### src/rtl/gzf_pkg.sv
// ----------------------------------------------------------------------------
// gzf_pkg: shared types and constants of the gzip framer
// Payload structs, configuration layout, command and register codes, and the
// byte-wide CRC-32 update used for the optional header check.
// ----------------------------------------------------------------------------
`default_nettype none

package gzf_pkg;

  typedef struct packed {
    logic [1:0]  func;
    logic [7:0]  field_byte;
    logic [31:0] data_crc;
    logic [31:0] input_size;
  } in_t;

  typedef struct packed {
    logic [7:0] out_byte;
    logic       frame_done;
    logic       status;
  } out_t;

  typedef struct packed {
    logic [7:0]  header_flags;
    logic [31:0] modify_time;
    logic [7:0]  extra_flags;
    logic [7:0]  os_code;
    logic [15:0] extra_length;
  } cfg_t;

  localparam int CFG_INDEX_W = 3;
  localparam int CFG_DATA_W  = 32;

  // command codes
  localparam logic [1:0] FUNC_START = 2'd0;
  localparam logic [1:0] FUNC_FIELD = 2'd1;
  localparam logic [1:0] FUNC_TRAIL = 2'd2;
  localparam logic [1:0] FUNC_NOP   = 2'd3;

  // register indexes
  localparam logic [CFG_INDEX_W-1:0] REG_HEADER_FLAGS = 3'd0;
  localparam logic [CFG_INDEX_W-1:0] REG_MODIFY_TIME  = 3'd1;
  localparam logic [CFG_INDEX_W-1:0] REG_EXTRA_FLAGS  = 3'd2;
  localparam logic [CFG_INDEX_W-1:0] REG_OS_CODE      = 3'd3;
  localparam logic [CFG_INDEX_W-1:0] REG_EXTRA_LENGTH = 3'd4;

  // FLG bit positions
  localparam int FLG_FHCRC    = 1;
  localparam int FLG_FEXTRA   = 2;
  localparam int FLG_FNAME    = 3;
  localparam int FLG_FCOMMENT = 4;

  localparam logic [7:0]  GZ_ID1 = 8'h1F;
  localparam logic [7:0]  GZ_ID2 = 8'h8B;
  localparam logic [7:0]  GZ_CM  = 8'h08;

  localparam logic [7:0]  OS_CODE_RESET = 8'hFF;
  localparam logic [31:0] CRC_INIT      = 32'hFFFF_FFFF;
  localparam logic [31:0] CRC_POLY      = 32'hEDB8_8320;

  // reflected crc-32, one byte
  function automatic logic [31:0] crc32_byte(input logic [31:0] crc, input logic [7:0] b);
    logic [31:0] c;
    c = crc ^ {24'd0, b};
    for (int k = 0; k < 8; k++) begin
      c = c[0] ? ((c >> 1) ^ CRC_POLY) : (c >> 1);
    end
    return c;
  endfunction

endpackage

`default_nettype wire

### src/rtl/gzf_obuf.sv
// ----------------------------------------------------------------------------
// gzf_obuf: two-entry output buffer
// Holds result bytes so the sequencer keeps going while the sink stalls;
// its space flag is registered, so no ready path runs through the block.
// ----------------------------------------------------------------------------
`default_nettype none

module gzf_obuf (
  input  logic          clk,
  input  logic          rst,
  input  logic          push,
  input  gzf_pkg::out_t push_data,
  output logic          space,
  output logic          out_valid,
  input  logic          out_ready,
  output gzf_pkg::out_t out_data
);

  gzf_pkg::out_t slot [2];
  logic       wr_ptr;
  logic       rd_ptr;
  logic [1:0] count;
  logic       pop;

  assign pop       = out_valid && out_ready;
  assign space     = (count != 2'd2);
  assign out_valid = (count != 2'd0);
  assign out_data  = slot[rd_ptr];

  always_ff @(posedge clk) begin
    if (rst) begin
      wr_ptr <= 1'b0;
      rd_ptr <= 1'b0;
      count  <= 2'd0;
    end else begin
      if (push) begin
        wr_ptr <= ~wr_ptr;
      end
      if (pop) begin
        rd_ptr <= ~rd_ptr;
      end
      case ({push, pop})
        2'b10:   count <= count + 2'd1;
        2'b01:   count <= count - 2'd1;
        default: count <= count;
      endcase
    end
  end

  always_ff @(posedge clk) begin
    if (push) begin
      slot[wr_ptr] <= push_data;
    end
  end

endmodule

`default_nettype wire

### src/rtl/gzf_seq.sv
// ----------------------------------------------------------------------------
// gzf_seq: command register and byte sequencer
// Holds the accepted command and steps through its result bytes one per cycle
// with buffer space; keeps open section, header crc, remaining extra length.
// ----------------------------------------------------------------------------
`default_nettype none

module gzf_seq (
  input  logic          clk,
  input  logic          rst,
  input  gzf_pkg::cfg_t cfg,
  input  logic          in_valid,
  output logic          in_ready,
  input  gzf_pkg::in_t  in_data,
  input  logic          ob_space,
  output logic          ob_push,
  output gzf_pkg::out_t ob_data
);

  typedef enum logic [2:0] {
    PH_IDLE, PH_HEAD, PH_FIELD, PH_HCRC_LO, PH_HCRC_HI, PH_TRAIL, PH_NOP
  } phase_t;

  typedef enum logic [1:0] {SEC_IDLE, SEC_EXTRA, SEC_NAME, SEC_COMMENT} sec_t;

  phase_t        phase, phase_next;
  logic [3:0]    idx, idx_next;
  gzf_pkg::in_t  job, job_next;
  sec_t          section, section_next;
  logic [31:0]   hdr_crc, hdr_crc_next;
  logic [15:0]   extra_remaining, extra_remaining_next;
  logic [7:0]    live_flags, live_flags_next;

  logic          adv;
  logic          job_last;
  logic          closes;
  sec_t          close_from;
  sec_t          nxt;
  logic [31:0]   crc_base;
  logic [63:0]   trail_word;
  logic [3:0]    last_hdr_idx;

  // first enabled section after the one being closed
  function automatic sec_t next_sec(input sec_t from, input logic [7:0] flags,
                                    input logic rem_nz);
    sec_t s;
    if (from == SEC_IDLE && flags[gzf_pkg::FLG_FEXTRA] && rem_nz) begin
      s = SEC_EXTRA;
    end else if ((from == SEC_IDLE || from == SEC_EXTRA) && flags[gzf_pkg::FLG_FNAME]) begin
      s = SEC_NAME;
    end else if (from != SEC_COMMENT && flags[gzf_pkg::FLG_FCOMMENT]) begin
      s = SEC_COMMENT;
    end else begin
      s = SEC_IDLE;
    end
    return s;
  endfunction

  assign adv          = ob_space && (phase != PH_IDLE);
  assign crc_base     = (idx == 4'd0) ? gzf_pkg::CRC_INIT : hdr_crc;
  assign trail_word   = {job.input_size, job.data_crc};
  assign last_hdr_idx = live_flags[gzf_pkg::FLG_FEXTRA] ? 4'd11 : 4'd9;
  assign nxt          = next_sec(close_from, live_flags, extra_remaining != 16'd0);

  always_comb begin
    phase_next           = phase;
    idx_next             = idx;
    job_next             = job;
    section_next         = section;
    hdr_crc_next         = hdr_crc;
    extra_remaining_next = extra_remaining;
    live_flags_next      = live_flags;
    ob_push              = 1'b0;
    ob_data              = '0;
    job_last             = 1'b0;
    closes               = 1'b0;
    close_from           = section;

    if (adv) begin
      case (phase)
        PH_HEAD: begin
          ob_push = 1'b1;
          case (idx)
            4'd0:    ob_data.out_byte = gzf_pkg::GZ_ID1;
            4'd1:    ob_data.out_byte = gzf_pkg::GZ_ID2;
            4'd2:    ob_data.out_byte = gzf_pkg::GZ_CM;
            4'd3:    ob_data.out_byte = live_flags;
            4'd4:    ob_data.out_byte = cfg.modify_time[7:0];
            4'd5:    ob_data.out_byte = cfg.modify_time[15:8];
            4'd6:    ob_data.out_byte = cfg.modify_time[23:16];
            4'd7:    ob_data.out_byte = cfg.modify_time[31:24];
            4'd8:    ob_data.out_byte = cfg.extra_flags;
            4'd9:    ob_data.out_byte = cfg.os_code;
            4'd10:   ob_data.out_byte = extra_remaining[7:0];
            4'd11:   ob_data.out_byte = extra_remaining[15:8];
            default: ob_data.out_byte = 8'd0;
          endcase
          hdr_crc_next = gzf_pkg::crc32_byte(crc_base, ob_data.out_byte);
          // flags and xlen are taken at the first header byte
          if (idx == 4'd0) begin
            live_flags_next      = cfg.header_flags;
            extra_remaining_next = cfg.header_flags[gzf_pkg::FLG_FEXTRA] ?
                                   cfg.extra_length : 16'd0;
          end
          if (idx == last_hdr_idx) begin
            closes     = 1'b1;
            close_from = SEC_IDLE;
          end else begin
            idx_next = idx + 4'd1;
          end
        end
        PH_FIELD: begin
          ob_push = 1'b1;
          if (section == SEC_IDLE) begin
            ob_data.status = 1'b1;
          end else begin
            ob_data.out_byte = job.field_byte;
            hdr_crc_next     = gzf_pkg::crc32_byte(hdr_crc, job.field_byte);
            if (section == SEC_EXTRA) begin
              extra_remaining_next = extra_remaining - 16'd1;
              closes = (extra_remaining == 16'd1);
            end else begin
              closes = (job.field_byte == 8'd0);
            end
          end
          if (!closes) begin
            job_last = 1'b1;
          end
        end
        PH_HCRC_LO: begin
          ob_push          = 1'b1;
          ob_data.out_byte = ~hdr_crc[7:0];
          phase_next       = PH_HCRC_HI;
        end
        PH_HCRC_HI: begin
          ob_push            = 1'b1;
          ob_data.out_byte   = ~hdr_crc[15:8];
          ob_data.frame_done = 1'b1;
          job_last           = 1'b1;
        end
        PH_TRAIL: begin
          ob_push            = 1'b1;
          section_next       = SEC_IDLE;
          ob_data.out_byte   = trail_word[idx[2:0]*8 +: 8];
          ob_data.frame_done = (idx[2:0] == 3'd7);
          job_last           = (idx[2:0] == 3'd7);
          idx_next           = idx + 4'd1;
        end
        PH_NOP: begin
          job_last = 1'b1;
        end
        default: begin
          job_last = 1'b1;
        end
      endcase

      if (closes) begin
        section_next = nxt;
        if (nxt == SEC_IDLE && live_flags[gzf_pkg::FLG_FHCRC]) begin
          phase_next = PH_HCRC_LO;
        end else begin
          job_last = 1'b1;
          if (nxt == SEC_IDLE) begin
            ob_data.frame_done = 1'b1;
          end
        end
      end

      if (job_last) begin
        phase_next = PH_IDLE;
      end
    end

    in_ready = (phase == PH_IDLE) || (adv && job_last);

    if (in_valid && in_ready) begin
      job_next = in_data;
      idx_next = 4'd0;
      case (in_data.func)
        gzf_pkg::FUNC_START: phase_next = PH_HEAD;
        gzf_pkg::FUNC_FIELD: phase_next = PH_FIELD;
        gzf_pkg::FUNC_TRAIL: phase_next = PH_TRAIL;
        default:             phase_next = PH_NOP;
      endcase
    end
  end

  always_ff @(posedge clk) begin
    if (rst) begin
      phase           <= PH_IDLE;
      idx             <= 4'd0;
      section         <= SEC_IDLE;
      hdr_crc         <= gzf_pkg::CRC_INIT;
      extra_remaining <= 16'd0;
      live_flags      <= 8'd0;
    end else begin
      phase           <= phase_next;
      idx             <= idx_next;
      section         <= section_next;
      hdr_crc         <= hdr_crc_next;
      extra_remaining <= extra_remaining_next;
      live_flags      <= live_flags_next;
    end
    job <= job_next;
  end

endmodule

`default_nettype wire

### src/rtl/gzip_header_trailer_framer_unit.sv
// ----------------------------------------------------------------------------
// gzip_header_trailer_framer_unit: gzip member header and trailer writer
// Turns start, field-byte and trailer commands into the framing bytes of a
// gzip member, with the optional header crc.
// ----------------------------------------------------------------------------
// The block sends one framing byte per cycle on the output channel while the
// buffer has space. A field byte gives its byte, and the header crc when it
// closes the last section with FHCRC set; a start the header, with XLEN if
// FEXTRA and the crc if FHCRC and no section follows; a trailer the crc and
// size words; an unused command code nothing. A new command is taken in the
// cycle its predecessor sends its last byte, so field bytes run at one per
// cycle while the buffer has space. A two-entry output buffer decouples the
// sink, so a stalled sink holds the input only once the buffer is full.
// Configuration writes land at once and should be made while no command is
// in flight; the flags and extra length are captured when a header starts.
`default_nettype none

module gzip_header_trailer_framer_unit (
  input  logic                              clk,
  input  logic                              rst,
  input  logic                              cfg_write,
  input  logic [gzf_pkg::CFG_INDEX_W-1:0]   cfg_index,
  input  logic [gzf_pkg::CFG_DATA_W-1:0]    cfg_data,
  input  logic                              in_valid,
  output logic                              in_ready,
  input  gzf_pkg::in_t                      in_data,
  output logic                              out_valid,
  input  logic                              out_ready,
  output gzf_pkg::out_t                     out_data
);

  gzf_pkg::cfg_t cfg;
  logic          ob_space;
  logic          ob_push;
  gzf_pkg::out_t ob_data;

  always_ff @(posedge clk) begin
    if (rst) begin
      cfg.header_flags <= 8'd0;
      cfg.modify_time  <= 32'd0;
      cfg.extra_flags  <= 8'd0;
      cfg.os_code      <= gzf_pkg::OS_CODE_RESET;
      cfg.extra_length <= 16'd0;
    end else if (cfg_write) begin
      case (cfg_index)
        gzf_pkg::REG_HEADER_FLAGS: cfg.header_flags <= cfg_data[7:0];
        gzf_pkg::REG_MODIFY_TIME:  cfg.modify_time  <= cfg_data;
        gzf_pkg::REG_EXTRA_FLAGS:  cfg.extra_flags  <= cfg_data[7:0];
        gzf_pkg::REG_OS_CODE:      cfg.os_code      <= cfg_data[7:0];
        gzf_pkg::REG_EXTRA_LENGTH: cfg.extra_length <= cfg_data[15:0];
        default: ;
      endcase
    end
  end

  gzf_seq u_seq (
    .clk      (clk),
    .rst      (rst),
    .cfg      (cfg),
    .in_valid (in_valid),
    .in_ready (in_ready),
    .in_data  (in_data),
    .ob_space (ob_space),
    .ob_push  (ob_push),
    .ob_data  (ob_data)
  );

  gzf_obuf u_obuf (
    .clk       (clk),
    .rst       (rst),
    .push      (ob_push),
    .push_data (ob_data),
    .space     (ob_space),
    .out_valid (out_valid),
    .out_ready (out_ready),
    .out_data  (out_data)
  );

endmodule

`default_nettype wire

### config.mk
export PLATFORM = sky130hd
export DESIGN_NAME = gzip_header_trailer_framer_unit
export DESIGN_NICKNAME = d
export VERILOG_FILES = /design/src/rtl/gzf_pkg.sv /design/src/rtl/gzf_obuf.sv /design/src/rtl/gzf_seq.sv /design/src/rtl/gzip_header_trailer_framer_unit.sv
export SDC_FILE = /design/constraint.sdc
export NUM_CORES = 1
export LEC_CHECK = 0
export BUFFER_PORTS_ARGS = -buffer_cell sky130_fd_sc_hd__buf_4
export CORE_ASPECT_RATIO = 0.8
export CORE_MARGIN = 2
export CORE_UTILIZATION = 45
export CTS_BUF_LIST = sky130_fd_sc_hd__clkbuf_8
export DETAILED_ROUTE_END_ITERATION = 10
export PLACE_DENSITY = 0.66
export SYNTH_ARGS = -nofsm -noshare
export SYNTH_HDL_FRONTEND = slang
export SYNTH_HIERARCHICAL = 1
export SYNTH_SLANG_ARGS = --single-unit
export TNS_END_PERCENT = 30
### constraint.sdc
create_clock -name clk -period 3.5 [get_ports clk]
set_clock_uncertainty 0.15 [all_clocks]
set_input_delay 0.175 -clock clk [delete_from_list [all_inputs] [get_ports clk]]
set_output_delay 0.175 -clock clk [all_outputs]
set_load 0.05 [all_outputs]
==> results.md, run 1 <==
* Outcome: finished clean
* Setup crit start: u_seq/extra_remaining[7]
* VDD IR-drop max at 0.000481 V
* Via count at 10315
* CP arrival at 3.61 ns
* Area leader, netlist: dfxtp_1
* Setup violators final at 0
* Power Density at 758 nW/µm²
* Area Overhead vs Synth at 26.9%
* Hold Fails Final Rpt at 0
* Reg2Reg Depth at 10
* Routed wire per std cell at 19.6 µm
* R2r startpoint: u_seq/extra_remaining[7]
* FP Rows at 54
* Clock sinks at 234
* Synth Cell Area at 12500 µm²
* Slew Viols, Final at 0
* Drt pass-1 iters at 6
* Final WS setup at 0.142 ns
* Netlist cell types at 82
* CTS tree: yes
* Placed cell area at 13900 µm²
* Flip-flop and latch count after synthesis at 234
* Port Buffers at 125
* Setup TNS at 0 ns
* Via-to-Cell Ratio at 5.53
* I/O pins at 126
* Remaining antenna violation count after routing at 0
* Vias in the first global route at 10155
* Post-synth EDFFs at 92
* Worst Path Max Fanout at 6
* Max-slew headroom at 23.1%
* CP max-delay cell: dlygate4sd3_1
* Dominant cells by area after synthesis: dfxtp_1 (23%), edfxtp_1 (22%), mux2i_1 (7.5%)
* Met3 wire length at 2480 µm
* Adder-cell share of the synthesized area at 0.903%
* Top Metal Used: met4
* Compound-cell area share of the yosys netlist at 12.7%
* Clock latency on the worst-skew pair at 0.56 ns
* Placed cells at 1677
* Main combinational cell family by area after synthesis: simple AND/OR/NAND/NOR gates
* Crit path capture type: register
* Type of origin of the critical path: register
* Mux contribution to synthesized area at 11.3%
* Crit path largest cell delay at 0.57 ns
* Type of the worst min-delay path: in2reg
* Largest net degree at the start of global routing at 102
* Cts bufs inserted at 40
* Post-route cell area at 15800 µm²
* Most frequent CP cell: a21oi_1
* Syn nets at 1341
* Full die area at 29100 µm²
* Critical path class: reg2reg
* Layout cells sized above 1 at 19.5%
* Post-DP HPWL at 25000 µm
* Drt initial violations at 1023
* Tmin final at 3.36 ns
* GP Congestion at 0.941
* Die H at 153 µm
* Tot Pwr at 12.0 mW
* Leakage at 6.03 nW
* Seq/Total Area, Yosys at 44.9%
* Place WS at 0.262 ns
* Antenna violations before repair at 0
* CP Cell Sequence: or3_1 > or3_4 > o31ai_2 > a21oi_1 > o22ai_1 > o21ai_1 > o211a_4 > a21oi_1 > dlygate4sd3_1 > o32ai_1
* CP endpoint: u_seq/phase[1]
* Final core occ at 58.0%
* Worst r2r dst: u_seq/phase[1]
* Synth top area share at 22.8%
* Ys Warns at 6
* Achievable frequency at 298 MHz
* Post-synthesis simple-gate area fraction at 15.3%
* CTS Root Cell: clkbuf_8
* Max cap viols at 0
* Post-Route WL at 36600 µm
* Most used DFF post-synth: dfxtp_1
* Non-Filler Instances at 1864
* Global-route wire length before repair at 57900 µm
* Final net count at 1592
* Clock slew at reported path FFs at 0.07 ns
* Die X-Extent at 190 µm
* GRT Util Overall at 25.2%
* Xor and xnor area share after synthesis at 11.2%
* DRC Markers at 0
* Mapped Cells at 1218
* Syn_area_per_cell at 10.2 µm²
* Gr ovfl total at 0
* Worst EP required at 3.75 ns
* Fillers at 2354
* Clock Path Buffers at 3
* Wl on met1 at 17400 µm
* Slew @ Worst Pin at 1.15 ns
* Met2 WL post-DR at 16200 µm
* Setup repair after global routing missed its margin: false
* Core area at 27300 µm²
* Crit share post-route at 95.9%
* Starting Density at 45.7%
* Worst R2R Setup Slack at 0.14 ns
* Htree depth at 2
* Fin Hold WS at 0.0975 ns
* Async set-reset flop share out of synthesis at 0%
* N_diodes at 0
kinds of logic (layout without fill, tap and decap cells):
kind of cell | after synthesis | after routing
simple gates | 376 | 376
compound gates | 241 | 241
flops | 234 | 234
xor+xnor | 137 | 137
mux | 120 | 120
buf+inv | 101 | 383
fa+ha+maj | 9 | 9
layout make-up:
class / instances / area [µm²] / share of cell area, %
multi-input cells: 883 / 6440 / 40.7
flip-flops and latches: 234 / 5610 / 35.4
repair buffers: 292 / 2490 / 15.7
clock buffers: 48 / 661 / 4.17
well taps: 364 / 455 / 2.88
clock inverters: 25 / 118 / 0.743
inverters: 18 / 67.6 / 0.427
cell usage after synthesis, types with 15 or more instances:
cell type  count
a21oi_1       73
inv_1         16
nand3_1       16
mux4_2        16
a211oi_1      16
o21ai_0       26
nand2b_1     104
dfxtp_1      142
clkbuf_1      54
xor2_1        29
o22ai_1       29
edfxtp_1      92
nor3_1        21
a22oi_1       20
nand2_1       69
xnor2_1       91
nor2_1       119
mux2i_1       93
o21ai_1       15
sequential cells by signal, indices dropped and copies added (netlist names), 3 cells and up, named ones only:
name                   flops
u_seq/hdr_crc             32
u_seq/live_flags           8
u_seq/job                 72
u_seq/idx                  4
u_seq/extra_remaining     16
u_seq/phase                3
u_obuf/slot               20
cfg                       72
cells in the final DEF, fill, tap and decap left out, types with 6 or more instances in the layout:
cell type,n
a21oi_1,73
nand2_1,69
a31oi_1,6
xor2_1,29
ha_1,9
a211oi_1,16
buf_4,177
a22oi_1,20
o22ai_1,29
mux2i_1,93
dfxtp_1,142
nor2_1,118
nand3_1,16
nor3_1,21
clkbuf_8,48
o21ai_1,15
mux4_2,16
dlygate4sd3_1,114
nor4_1,6
o211ai_1,7
o21ai_0,26
inv_1,36
edfxtp_1,92
xnor2_1,91
mux2_2,11
xnor2_2,7
nand2b_1,104
layer usage:
layer	global-route usage [%]	up-vias
met3	4.20	68
met2	38.5	379
met1	37.6	5013
li1	-	4855
met4	5.35	0
met5	0	-
worst min path at each step:
stage	slack [ns]	cells after the start	end	from
CTS	0.07	3	cfg[21]	cfg_write
global route	0.09	3	cfg[21]	cfg_write
finish	0.1	3	cfg[21]	cfg_write
global placement	0.20	1	u_seq/job[43]	in_data[43]
floorplan	0.09	1	u_obuf/count[1]	rst
detailed placement	0.20	1	u_seq/job[26]	in_data[26]
worst max-delay path: cells and delay by family, from the launching register on:
family | cells | cell delay (ns)
flip-flops | 1 | 0.39
AND/OR/NAND/NOR | 2 | 0.82
buffers and inverters | 1 | 0.57
AO/OA/AOI/OAI | 7 | 1.31
power breakdown:
group          total (mW)  internal, mW  switching [mW]
registers            3.86          3.44           0.425
logic                5.74          2.56            3.18
clock network        2.40          1.25            1.15
what timing repair did:
item | in CTS | in global routing
setup endpoints to repair | 0 | 3
endpoints found under the hold margin | 154 | 0
hold buffers | 114 | 0
setup buffers | 0 | 0
gates resized for setup | 0 | 2
(Power assumes the default switching activity.)
==> run 2, diff against run 1 <==
==> constraint.sdc (replaced) <==
create_clock -name clk -period 3.5 [get_ports clk]
set_clock_uncertainty 0.15 [all_clocks]
set_input_delay 0.35 -clock clk [delete_from_list [all_inputs] [get_ports clk]]
set_output_delay 0.35 -clock clk [all_outputs]
set_load 0.05 [all_outputs]
==> run 2 against run 1 <==
Compared with the run above: wire length grew 0.53%; cell area shrank 0.48%; via count shrank 0.79%; global-route usage shrank 0.084 points; cell count shrank 0.75%; critical endpoint is now in_ready.
==> results.md, run 2 (synthesis gave the netlist of run 1 again) <==
* Antenna violations before repair at 1 (was 0)
* Worst EP required at 3.00 ns (was 3.75 ns)
* Port Buffers at 125 (unchanged)
* I/O pins at 126 (unchanged)
* Max-slew headroom at 44.4% (was 23.1%)
* Via count at 10233 (was 10315)
* Clock latency on the worst-skew pair at 0.56 ns (about the same)
* Fillers at 2354 (unchanged)
* Routed wire per std cell at 19.9 µm (was 19.6 µm)
* Layout cells sized above 1 at 19.7% (was 19.5%)
* Setup TNS at 0 ns (unchanged)
* Clock Path Buffers at 3 (unchanged)
* CTS Root Cell: clkbuf_8 (unchanged)
* Final net count at 1581 (was 1592)
* Via-to-Cell Ratio at 5.53 (about the same)
* Non-Filler Instances at 1850 (was 1864)
* Die H at 153 µm (unchanged)
* Grt met2 use at 38.0% (was 38.5%)
* Setup violators final at 0 (unchanged)
* Gr ovfl total at 0 (unchanged)
* GP Congestion at 0.969 (was 0.941)
* Starting Density at 45.7% (unchanged)
* Drt pass-1 iters at 5 (was 6)
* Leakage at 5.98 nW (was 6.03 nW)
* Largest net degree at the start of global routing at 100 (was 102)
* Global-route wire length before repair at 57000 µm (was 57900 µm)
* Fin Hold WS at 0.0496 ns (was 0.0975 ns)
* Slew @ Worst Pin at 0.827 ns (was 1.15 ns)
* Vias in the first global route at 9901 (was 10155)
* Clock sinks at 234 (unchanged)
* Cts bufs inserted at 39 (was 40)
* Crit share post-route at 97.8% (was 95.9%)
* Remaining antenna violation count after routing at 0 (unchanged)
* Outcome: finished clean (unchanged)
* Commonest cells after routing, fill and taps aside: buf_4 (172), dfxtp_1 (141), nor2_1 (118) (was buf_4 (177), dfxtp_1 (142), nor2_1 (118))
* Drt initial violations at 1146 (was 1023)
* FP Rows at 54 (unchanged)
* Crit path capture type: output port (was register)
* Clock slew at reported path FFs at 0.06 ns (was 0.07 ns)
* Placed cells at 1676 (was 1677)
* Achievable frequency at 292 MHz (was 298 MHz)
* Hold Fails Final Rpt at 0 (unchanged)
* Worst Path Max Fanout at 5 (was 6)
* VDD IR-drop max at 0.000372 V (was 0.000481 V)
* Slew Viols, Final at 0 (unchanged)
* Critical path class: reg2out (was reg2reg)
* Tot Pwr at 12.0 mW (about the same)
* Commonest non-fill, non-tap cell in the layout: buf_4 (unchanged)
* Tmin final at 3.42 ns (was 3.36 ns)
* CTS tree: yes (unchanged)
* Met1 global-route usage at 37.4% (was 37.6%)
* CP arrival at 2.92 ns (was 3.61 ns)
* Die X-Extent at 190 µm (unchanged)
* GRT Util Overall at 25.1% (was 25.2%)
* Busiest grt layer: met2 (unchanged)
* Type of origin of the critical path: register (unchanged)
* DRC Markers at 0 (unchanged)
* Biggest regs: cfg (72), u_seq/job (72), u_seq/hdr_crc (32) (unchanged)
* Power Density at 759 nW/µm² (was 758 nW/µm²)
* Core area at 27300 µm² (unchanged)
* Max cap viols at 0 (unchanged)
* Htree depth at 2 (unchanged)
* Full die area at 29100 µm² (unchanged)
* Type of the worst min-delay path: in2reg (unchanged)
* Post-Route WL at 36800 µm (was 36600 µm)
* Met3 global-route usage at 4.80% (was 4.20%)
* Area Overhead vs Synth at 26.3% (was 26.9%)
* Post-DP HPWL at 25100 µm (was 25000 µm)
* Setup repair after global routing missed its margin: true (was false)
==> run 2: cell count changes in the layout (fill, tap and decap cells not counted), sizes merged <==
cell | previous run | this run
inv | 39 | 37
buf | 178 | 177
clkinv | 3 | 5
bufinv | 0 | 1
diode | 0 | 1
dlygate4sd3 | 114 | 105
clkbuf | 48 | 42
==> run 2: final cells by class <==
cell class	instances	area [µm²]	share of cell area, %
Clock buffer	42	578	3.67
Timing Repair Buffer	282	2430	15.4
Inverter	18	67.6	0.429
Tap cell	364	455	2.89
Multi-Input combinational cell	883	6470	41.0
Clock inverter	26	148	0.937
Sequential cell	234	5610	35.6
Antenna cell	1	2.50	0.0159
==> run 2: power by group <==
part | switching [mW] | leakage, nW | internal, mW | total, mW
clock | 1.12 | 0.435 | 1.18 | 2.30
combinational | 3.24 | 3.52 | 2.56 | 5.80
sequential | 0.426 | 2.03 | 3.44 | 3.86
==> run 2: worst max-delay path, stage by stage, from the launching register on <==
cell and delay, ns:
dfxtp_1 0.39, or3_1 0.41, or3_4 0.41, o31ai_4 0.31, a21oi_1 0.12, o22ai_2 0.18
o21ai_1 0.15, a21o_1 0.22, buf_4 0.19
==> run 2: repair_timing <==
item	in CTS	in global routing
setup endpoints to repair	1	4
hold endpoints to repair	109	0
resized for setup	3	7
setup buffers	0	0
hold buffers	105	0
==> run 2: stage by stage <==
stage                     area (µm²)  setup WS, ns  util (%)
after floorplan                12500        0.0474         -
after CTS                      15700        0.0271      57.6
after global routing           15800       -0.0456      57.7
after global placement         13900         0.236      51.1
final                          15800        0.0784      57.7
after detailed placement       13900         0.143      51.1
==> run 2: routing by layer <==
metal	vias to the layer above	wire length, µm
met3	60	2940
met5	-	0
met2	424	16200
li1	4837	-
met4	0	634
met1	4912	17000
==> run 2: final timing paths <==
kind	slack [ns]	cells past startpoint	endpoint	start
max	0.08	8	in_ready	u_seq/extra_remaining[7]
min	0.05	3	cfg[45]	cfg_data[13]
max reg2reg	0.19	11	u_seq/hdr_crc[18]	u_seq/idx[0]
min reg2reg	0.33	2	cfg[70]	cfg[70]
==> run 3, diff against run 2 <==
Settings changed: GPL_ROUTABILITY_DRIVEN set to 0, REMOVE_ABC_BUFFERS set to 1.
==> run 3 against run 2 <==
Compared with the run above: maximum frequency is 0.28% lower; cell area up 0.23%; power fell by 0.25%; largest power group unchanged; wire length down 0.23%; sequential cell count did not move; clock power about the same; via count up 1.3%; cell count up 0.11%; die area did not move; critical endpoint unchanged; worst hold slack got worse by 0.044 ns; global-route usage about the same.
==> results.md, run 3 (synthesis gave the netlist of run 1 again) <==
* Vias in the first global route at 10020 (was 9901)
* Max-slew headroom at 41.6% (was 44.4%)
* Clock latency on the worst-skew pair at 0.55 ns (was 0.56 ns)
* Layout cells sized above 1 at 20.5% (was 19.7%)
* Final WS setup at 0.0688 ns (was 0.0784 ns)
* Outcome: finished clean (unchanged)
* CP max-delay cell: or3_4 (was or3_1)
* CP Buf/Inv Count at 2 (was 1)
* Port Buffers at 125 (unchanged)
* CP Cell Sequence: or3_4 > or3_4 > buf_4 > o311a_4 > nor3b_2 > o21ai_1 > a21o_1 > buf_4 (was or3_1 > or3_4 > o31ai_4 > a21oi_1 > o22ai_2 > o21ai_1 > a21o_1 > buf_4)
* Setup violators final at 0 (unchanged)
* Cts bufs inserted at 40 (was 39)
* Worst EP required at 3.00 ns (about the same)
* Drt initial violations at 952 (was 1146)
* I/O pins at 126 (unchanged)
* Crit path capture type: output port (unchanged)
* Routed wire per std cell at 19.8 µm (was 19.9 µm)
* Area Overhead vs Synth at 26.6% (was 26.3%)
* Full die area at 29100 µm² (unchanged)
* FP Rows at 54 (unchanged)
* Final net count at 1581 (unchanged)
* GRT Util Overall at 25.1% (about the same)
* VDD IR-drop max at 0.000474 V (was 0.000372 V)
* Biggest regs: cfg (72), u_seq/job (72), u_seq/hdr_crc (32) (unchanged)
* Htree depth at 2 (unchanged)
* Largest net degree at the start of global routing at 138 (was 100)
* Hold Fails Final Rpt at 0 (unchanged)
* Place WS at 0.120 ns (was 0.143 ns)
* Worst Path Max Fanout at 7 (was 5)
* Starting Density at 45.7% (unchanged)
* Clock Path Buffers at 3 (unchanged)
* Tmin final at 3.43 ns (was 3.42 ns)
* Setup TNS at 0 ns (unchanged)
* CTS Root Cell: clkbuf_8 (unchanged)
* Power Density at 756 nW/µm² (was 759 nW/µm²)
* Leakage at 5.96 nW (was 5.98 nW)
* Crit path largest cell delay at 0.43 ns (was 0.41 ns)
* Core area at 27300 µm² (unchanged)
* Antenna violations before repair at 0 (was 1)
* N_diodes at 0 (was 1)
* DRC Markers at 0 (unchanged)
* CP arrival at 2.93 ns (was 2.92 ns)
* Via-to-Cell Ratio at 5.60 (was 5.53)
* Commonest cells after routing, fill and taps aside: buf_4 (171), dfxtp_1 (138), nor2_1 (118) (was buf_4 (172), dfxtp_1 (141), nor2_1 (118))
* Type of the worst min-delay path: in2reg (unchanged)
* Critical path class: reg2out (unchanged)
* Drt pass-1 iters at 9 (was 5)
* Type of origin of the critical path: register (unchanged)
* Post-DP HPWL at 25100 µm (about the same)
* CTS tree: yes (unchanged)
* Clock slew at reported path FFs at 0.06 ns (about the same)
* Setup repair after global routing missed its margin: true (unchanged)
* Largest delay share family, worst path: simple AND/OR/NAND/NOR gates (was compound AO/OA/AOI/OAI gates)
* Post-Route WL at 36700 µm (was 36800 µm)
* Die H at 153 µm (unchanged)
* Gr ovfl total at 0 (unchanged)
* Via count at 10369 (was 10233)
* Achievable frequency at 291 MHz (was 292 MHz)
* Remaining antenna violation count after routing at 0 (unchanged)
* Max cap viols at 0 (unchanged)
* Global-route wire length before repair at 56800 µm (was 57000 µm)
* Clock sinks at 234 (unchanged)
* Crit share post-route at 98.0% (was 97.8%)
* Slew @ Worst Pin at 0.869 ns (was 0.827 ns)
* Slew Viols, Final at 0 (unchanged)
* Commonest non-fill, non-tap cell in the layout: buf_4 (unchanged)
* Die X-Extent at 190 µm (unchanged)
* Fillers at 2296 (was 2354)
==> run 3: cell types whose count changed in the layout (fill, tap and decap cells not counted), moves of 2 or more <==
cell,change
inv_1,-8
clkinv_1,+6
clkbuf_8,+4
clkinv_2,+4
dfxtp_1,-3
dfxtp_2,+3
buf_12,-2
xnor2_1,-2
xnor2_2,+2
==> run 3: worst paths after layout <==
kind                                                from                 to  slack, ns  depth (start not counted)
worst min register to register                   cfg[69]            cfg[69]       0.33                          2
worst min-delay path                        cfg_data[13]            cfg[13]      0.005                          3
worst max register to register              u_seq/idx[0]  u_seq/hdr_crc[21]       0.07                         10
worst max-delay path            u_seq/extra_remaining[5]           in_ready       0.07                          8
==> run 3: routing by layer <==
layer | track usage [%] | part of all wire [%]
met3 | 6.66 | 10
met4 | 6.50 | 1.9
met5 | 0 | 0
met2 | 36.8 | 43
met1 | 36.7 | 45
==> run 3: timing repair <==
item | CTS | global route
endpoints found under the setup margin | 1 | 13
gates resized for setup | 7 | 14
pin swaps | 0 | 1
endpoints found under the hold margin | 113 | 0
buffers inserted | 0 | 1
hold buffers | 106 | 0
==> run 3: where the power goes <==
group	total (mW)	internal (mW)	switching, mW
Clock	2.32	1.20	1.12
Sequential	3.84	3.44	0.406
Combinational	5.77	2.53	3.23
==> run 3: layout make-up <==
class | instances | area (µm²) | area share, %
clock buffer | 46 | 633 | 4.01
tap | 364 | 455 | 2.88
timing repair buffer | 281 | 2410 | 15.2
multi-input combinational | 883 | 6510 | 41.2
inverter | 18 | 67.6 | 0.428
sequential | 234 | 5610 | 35.5
clock inverter | 26 | 114 | 0.721
==> run 3: tightest hold or removal path, stage by stage <==
cell	delay [ns]
buf_4	0.08
nand2b_1	0.07
mux2i_1	0.13
==> run 3: through the flow <==
stage	util (%)	hold WS [ns]	cells	total power [mW]	cell area [µm²]
after floorplan	-	0.269	1135	7.84	12100
after global placement	50.9	0.311	1673	9.34	13900
after detailed placement	50.9	0.323	1673	9.38	13900
after CTS	57.7	0.00863	1851	11.8	15700
after global routing	57.9	0.00994	1852	12.6	15800
final	57.9	0.00523	1852	11.9	15800
